$ cat src/fir_convolver_core_assert.svh
// Assertion macros for the FIR convolver core.
// Expects a clock named clk and an active-high reset named rst in scope.
`ifndef FIR_CONVOLVER_CORE_ASSERT_SVH
`define FIR_CONVOLVER_CORE_ASSERT_SVH

// same-cycle implication
`define FCV_ASSERT_NOW(label, ante, cons) \
  label: assert property (@(posedge clk) disable iff (rst) (ante) |-> (cons)) \
    else $error("fcv assertion failed");

// next-cycle implication
`define FCV_ASSERT_NEXT(label, ante, cons) \
  label: assert property (@(posedge clk) disable iff (rst) (ante) |=> (cons)) \
    else $error("fcv assertion failed");

`endif

$ cat src/fcv_pkg.sv
// Shared constants and types for the FIR convolver core.
// No dependencies.
`default_nettype none
package fcv_pkg;

  localparam int TAPS        = 256;
  localparam int TAP_BITS    = $clog2(TAPS);
  localparam int CNT_BITS    = TAP_BITS + 1;
  localparam int SAMPLE_BITS = 16;
  localparam int FRAC_BITS   = SAMPLE_BITS - 1;
  localparam int PROD_W      = 2 * SAMPLE_BITS;
  localparam int ACC_W       = PROD_W + TAP_BITS;

  localparam int ADDR_BITS   = 3;
  localparam int DATA_BITS   = 32;
  localparam logic REG_TAP_COUNT = 1'b0;

  localparam logic REQ_FILTER = 1'b0;
  localparam logic REQ_LOAD   = 1'b1;

  typedef enum logic [1:0] {
    S_IDLE,
    S_RUN,
    S_DRAIN,
    S_DONE
  } state_t;

  typedef struct packed {
    logic clear;
    logic rd_valid;
  } mac_ctl_t;

endpackage
`default_nettype wire

$ cat src/fcv_mac.sv
// Multiply-accumulate datapath with rounding and saturation to the sample format.
// Depends on fcv_pkg.
`default_nettype none
module fcv_mac (
  input  wire                                    clk,
  input  wire                                    rst,
  input  wire fcv_pkg::mac_ctl_t                 ctl,
  input  wire logic signed [fcv_pkg::SAMPLE_BITS-1:0] coef,
  input  wire logic signed [fcv_pkg::SAMPLE_BITS-1:0] sample,
  input  wire                                    sample_vld,
  output logic                                   busy,
  output logic signed [fcv_pkg::SAMPLE_BITS-1:0] result
);
  import fcv_pkg::*;

  localparam logic signed [ACC_W-1:0] RND_HALF = ACC_W'(64'sd1 <<< (FRAC_BITS - 1));
  localparam logic signed [ACC_W-1:0] SAT_LIM  = ACC_W'(64'sd1 <<< (2 * FRAC_BITS));
  localparam logic signed [SAMPLE_BITS-1:0] OUT_MAX = {1'b0, {(SAMPLE_BITS-1){1'b1}}};
  localparam logic signed [SAMPLE_BITS-1:0] OUT_MIN = {1'b1, {(SAMPLE_BITS-1){1'b0}}};

  logic signed [SAMPLE_BITS-1:0] x_eff;
  logic signed [PROD_W-1:0]      prod;
  logic                          prod_v;
  logic signed [ACC_W-1:0]       acc;
  logic signed [ACC_W-1:0]       rounded;
  logic signed [ACC_W-1:0]       shifted;

  // a delay entry not written since the last clear reads as zero
  assign x_eff = sample_vld ? sample : '0;

  always_ff @(posedge clk) begin
    prod <= coef * x_eff;
    if (rst) begin
      prod_v <= 1'b0;
    end else begin
      prod_v <= ctl.rd_valid;
    end
  end

  always_ff @(posedge clk) begin
    if (ctl.clear) begin
      acc <= '0;
    end else if (prod_v) begin
      acc <= acc + ACC_W'(prod);
    end
  end

  assign busy    = prod_v;
  assign rounded = acc + RND_HALF;
  assign shifted = rounded >>> FRAC_BITS;

  always_comb begin
    if (acc >= SAT_LIM - RND_HALF) begin
      result = OUT_MAX;
    end else if (acc < -SAT_LIM - RND_HALF) begin
      result = OUT_MIN;
    end else begin
      result = shifted[SAMPLE_BITS-1:0];
    end
  end

endmodule
`default_nettype wire
$ cat config.mk
export PLATFORM = sky130hd
export DESIGN_NAME = fcv_mac
export DESIGN_NICKNAME = d
export VERILOG_FILES = /design/src/fir_convolver_core_assert.svh /design/src/fcv_pkg.sv /design/src/fcv_mac.sv
export SDC_FILE = /design/constraint.sdc
export NUM_CORES = 1
export LEC_CHECK = 0
export BUFFER_PORTS_ARGS = -buffer_cell sky130_fd_sc_hd__buf_2
export CORE_MARGIN = 8
export CORE_UTILIZATION = 36
export DETAILED_ROUTE_END_ITERATION = 8
export GPL_TIMING_DRIVEN = 1
export PLACE_DENSITY_LB_ADDON = 0.08
export REMOVE_ABC_BUFFERS = 1
export SLEW_MARGIN = 20
export SYNTH_ARGS = -nofsm -noshare
export SYNTH_HDL_FRONTEND = slang
export SYNTH_SLANG_ARGS = --single-unit
$ cat constraint.sdc
create_clock -name clk -period 6.6 [get_ports clk]
set_clock_uncertainty 0.15 [all_clocks]
set_input_delay 0.33 -clock clk [delete_from_list [all_inputs] [get_ports clk]]
set_output_delay 0.33 -clock clk [all_outputs]
set_load 0.03 [all_outputs]
==> results.json <==
{
  "dp.final_hpwl_mm": 32.5,
  "worst_setup_hold_path_clk_slew_ns": 0.06,
  "grt_max_degree": 54,
  "post_synthesis_share_of_cell_area_spent_on_xor_and_xnor_gates_pct": 4.70,
  "synthFlopType": "sky130_fd_sc_hd__dfxtp_1",
  "post-place-ws_ns": -0.0603,
  "post_drt_via_cell_ratio": 4.84,
  "rsz0062_at_grt": "no",
  "synth_compound_gate_area_share_pct": 9.69,
  "cp_data_arrival_time_ns": 6.33,
  "final_cell_count_no_fill": 2291,
  "ys.warnings.count": 0,
  "timing.hold.worst_path_depth": 2,
  "critPathLaunchType": "input port",
  "clockRootBuffer": "sky130_fd_sc_hd__clkbuf_16",
  "global_placer_s_final_weighted_congestion": 0.868,
  "peakVddDrop_mv": 0.252,
  "setup.worst_path.end_class": "flop",
  "die_height_um": 218,
  "cts.sinks": 73,
  "core_region_area_um2": 40600,
  "synth.area.top_cells": "sky130_fd_sc_hd__fa_1 (36%), sky130_fd_sc_hd__ha_1 (10%), sky130_fd_sc_hd__dfxtp_1 (9.9%)",
  "slew_headroom_pct": 50.3,
  "finalMaxSlewViolations": 0,
  "tritoncts_clock_tree": "done",
  "synthMuxAreaShare_pct": 1.64,
  "path_common_cell": "sky130_fd_sc_hd__fa_1",
  "ys_ff_latch": 73,
  "synthSimpleGateAreaFrac_pct": 17.3,
  "cts-buffers-inserted": 9,
  "synth.largest_area_cell": "sky130_fd_sc_hd__fa_1",
  "final-hold-violation-count": 0,
  "insertion_delay_ns": 0.33,
  "seq_area_frac_synth_pct": 9.93,
  "h_tree_levels": 3,
  "first_global_vias": 11800,
  "p_int_mw": 3.48,
  "cp_slowest_stage_delay_ns": 0.55,
  "placed_cells": 2274,
  "r2r.worst_path.cells": 10,
  "post_synth_fa_ha_maj_area_fraction_pct": 46.1,
  "detailedRoute.firstPassIterationCount": 5,
  "max_cap_violations": 0,
  "yosys.area.top_type_share_pct": 35.8,
  "pwr-share-clk_pct": 7.5,
  "critPathMaxFanout": 36,
  "final.hold.worst_slack_ns": 0.0560,
  "layout-area-overhead-vs-synth_pct": 10.7,
  "ys_types": 77,
  "placement.cell_area_um2": 16000,
  "routed-via-count": 11100,
  "antenna_found_initial": 0,
  "power_per_cell_area_nw_per_um2": 428,
  "final_nets": 2176,
  "maxClockFrequency_mhz": 159,
  "crit_path_cell_trace": "buf_2 > buf_12 > and2_0 > nand2_1 > fa_1 > inv_1 > fa_1 > fa_1 > fa_1 > fa_1 > inv_1 > fa_1 > inv_1 > ha_1 > a21o_1 > a21o_1 > a21o_1 > a221o_1 > a21o_1 > a211oi_1 > buf_4 > o31ai_1 > xor2_1",
  "power.static_leakage_nw": 8.50,
  "final_min_period_ns": 6.27,
  "post_drt_wl_per_cell_um": 16.6,
  "timing.hold.worst.class": "in -> reg",
  "setup_total_negative_slack_ns": 0,
  "net-switching-power_mw": 3.49,
  "syn_avg_cell_area_um2": 8.73,
  "drt_drc_violations_left": 0,
  "post_synth_inst_count": 1686,
  "cp_data_required_time_ns": 6.65,
  "n_fill_cell": 4189,
  "die_ar_um2": 47600,
  "critical_path.n_buffers_inverters": 6,
  "critical-path-slowest-cell": "sky130_fd_sc_hd__fa_1",
  "period_share_pct": 95.0,
  "io_pins": 54,
  "synth_enable_flop_cells": 0,
  "seq_power_share_pct": 11.2,
  "cts_max_path_buffers": 2,
  "timing.final.ws_setup_ns": 0.327,
  "drt.antenna.violating_nets": 0,
  "switching_share_pct": 50.1,
  "grt.overflow.total": 0,
  "fraction_of_layout_instances_using_a_drive_strength_above_1_pct": 9.32,
  "async_set_reset_flop_share_out_of_synthesis_pct": 0,
  "finalSetupViolations": 0,
  "netlist_area_um2": 14700,
  "ws_path_type": "in -> reg",
  "total_non_filler_cell_area_in_the_finished_layout_um2": 16300,
  "die_width_um": 218,
  "tightest_slew_ns": 0.726,
  "drt_iter0_drc": 446,
  "pwr-share-comb_pct": 81.3,
  "critical-path-top-delay-family": "adder cells",
  "row_count": 74,
  "outcome": "finished, final reports clean",
  "io_buffers": 53,
  "globalRouteTotalUtil_pct": 16.5,
  "diodes": 0,
  "floorplan.initialDensity_pct": 36.3,
  "final_core_util_pct": 40.2,
  "synth_top_family_by_area": "adder cells",
  "worst-path-stages": 23,
  "power_mw": 6.97,
  "routed_wl_mm": 38.0,
  "grt_pass1_wl_mm": 63.6
}
-- Yosys cell counts, types with 4 or more instances --
| cell type | count |
|---|---|
| sky130_fd_sc_hd__dfxtp_1 | 73 |
| sky130_fd_sc_hd__nor2b_1 | 9 |
| sky130_fd_sc_hd__or2_2 | 8 |
| sky130_fd_sc_hd__a31oi_1 | 11 |
| sky130_fd_sc_hd__o21a_1 | 5 |
| sky130_fd_sc_hd__o21bai_1 | 6 |
| sky130_fd_sc_hd__a211oi_1 | 7 |
| sky130_fd_sc_hd__and2_1 | 13 |
| sky130_fd_sc_hd__nor3b_1 | 6 |
| sky130_fd_sc_hd__o31ai_1 | 9 |
| sky130_fd_sc_hd__xnor2_1 | 53 |
| sky130_fd_sc_hd__o22ai_1 | 4 |
| sky130_fd_sc_hd__or3_1 | 8 |
| sky130_fd_sc_hd__inv_1 | 346 |
| sky130_fd_sc_hd__a211o_1 | 4 |
| sky130_fd_sc_hd__and3_1 | 129 |
| sky130_fd_sc_hd__nor2_1 | 73 |
| sky130_fd_sc_hd__nand4_1 | 5 |
| sky130_fd_sc_hd__o21ai_1 | 4 |
| sky130_fd_sc_hd__xor2_1 | 26 |
| sky130_fd_sc_hd__o21ai_0 | 42 |
| sky130_fd_sc_hd__a311oi_1 | 4 |
| sky130_fd_sc_hd__nand2_1 | 162 |
| sky130_fd_sc_hd__nor3_1 | 11 |
| sky130_fd_sc_hd__a21o_1 | 34 |
| sky130_fd_sc_hd__nand2b_1 | 13 |
| sky130_fd_sc_hd__clkbuf_1 | 62 |
| sky130_fd_sc_hd__fa_1 | 263 |
| sky130_fd_sc_hd__a21oi_1 | 50 |
| sky130_fd_sc_hd__ha_1 | 122 |
| sky130_fd_sc_hd__nor4_1 | 4 |
| sky130_fd_sc_hd__mux2i_1 | 23 |
| sky130_fd_sc_hd__nand3_1 | 32 |
-- routing by layer --
layer	up-vias	wire length [um]	track usage [%]
met2	169	16700	26.3
li1	5510	-	-
met1	5381	19800	24.4
met5	-	0	0
met3	27	960	1.02
met4	0	622	3.63
-- worst register-to-register path, stage by stage, from the launching register on --
cell and delay (ns):
sky130_fd_sc_hd__dfxtp_1 0.33, sky130_fd_sc_hd__ha_1 0.33, sky130_fd_sc_hd__a211oi_2 0.18, sky130_fd_sc_hd__o21bai_1 0.13
sky130_fd_sc_hd__and4_4 0.22, sky130_fd_sc_hd__or3_1 0.33, sky130_fd_sc_hd__a2111oi_0 0.70, sky130_fd_sc_hd__o21a_1 0.29
sky130_fd_sc_hd__a21oi_1 0.10, sky130_fd_sc_hd__xnor2_1 0.15, sky130_fd_sc_hd__a211oi_1 0.22
-- final timing paths --
kind / start / to / slack [ns]
worst min register to register: acc[38] / acc[38] / 0.34
worst max-delay path: sample_vld / prod[29] / 0.33
worst min-delay path: ctl[0] / busy / 0.06
worst max register to register: prod[1] / acc[27] / 3.38
-- power groups by stage --
stage	clock (mW)	sequential, mW	combinational, mW
finish	0.525	0.777	5.67
global route	0.569	0.799	6.56
CTS	0.546	0.778	5.78
detailed placement	0	0.786	5.75
global placement	0	0.788	5.74
floorplan	0	0.737	4.21
-- sequential cells by signal, summed over array words and instances, names as in the netlist --
| name | count |
|---|---|
| prod | 32 |
| busy | 1 |
| acc | 40 |
-- logic make-up after synthesis --
group / after synthesis
xor gates and xnor gates: 79
DFF: 73
muxes: 24
adders and majority gates: 385
AOI/OAI and AO/OA: 214
and+or+nand+nor: 498
buffers and inverters: 413
-- cell type report --
class	count	area (um2)	area share [%]
clock buffer	10	229	1.41
clock inverter	6	91.3	0.561
inverter	346	1300	7.97
multi-input combinational	1200	11700	71.8
sequential	73	1460	8.98
tap	532	666	4.09
timing repair buffer	124	846	5.19
-- cells in the final DEF (no fill, tap or decap), types with 7 or more instances in the layout --
cell                        instances
sky130_fd_sc_hd__inv_1            346
sky130_fd_sc_hd__fa_1             263
sky130_fd_sc_hd__nand2_1          162
sky130_fd_sc_hd__and3_1           129
sky130_fd_sc_hd__ha_1             122
sky130_fd_sc_hd__nor2_1            73
sky130_fd_sc_hd__dfxtp_1           72
sky130_fd_sc_hd__buf_4             65
sky130_fd_sc_hd__xnor2_1           53
sky130_fd_sc_hd__buf_2             53
sky130_fd_sc_hd__a21oi_1           50
sky130_fd_sc_hd__o21ai_0           42
sky130_fd_sc_hd__a21o_1            34
sky130_fd_sc_hd__nand3_1           32
sky130_fd_sc_hd__xor2_1            26
sky130_fd_sc_hd__mux2i_1           23
sky130_fd_sc_hd__and2_1            13
sky130_fd_sc_hd__nand2b_1          13
sky130_fd_sc_hd__nor3_1            11
sky130_fd_sc_hd__a31oi_1           11
sky130_fd_sc_hd__o31ai_1            9
sky130_fd_sc_hd__nor2b_1            9
sky130_fd_sc_hd__clkbuf_16          9
sky130_fd_sc_hd__or2_2              8
sky130_fd_sc_hd__or3_1              8
sky130_fd_sc_hd__a211oi_1           7
-- what timing repair did --
action,in CTS,in global routing
hold buffers,1,0
buffers inserted,0,0
hold endpoints to repair,1,0
resized for setup,0,2
endpoints found under the setup margin,0,3
Power figures use the tool's default switching activity.
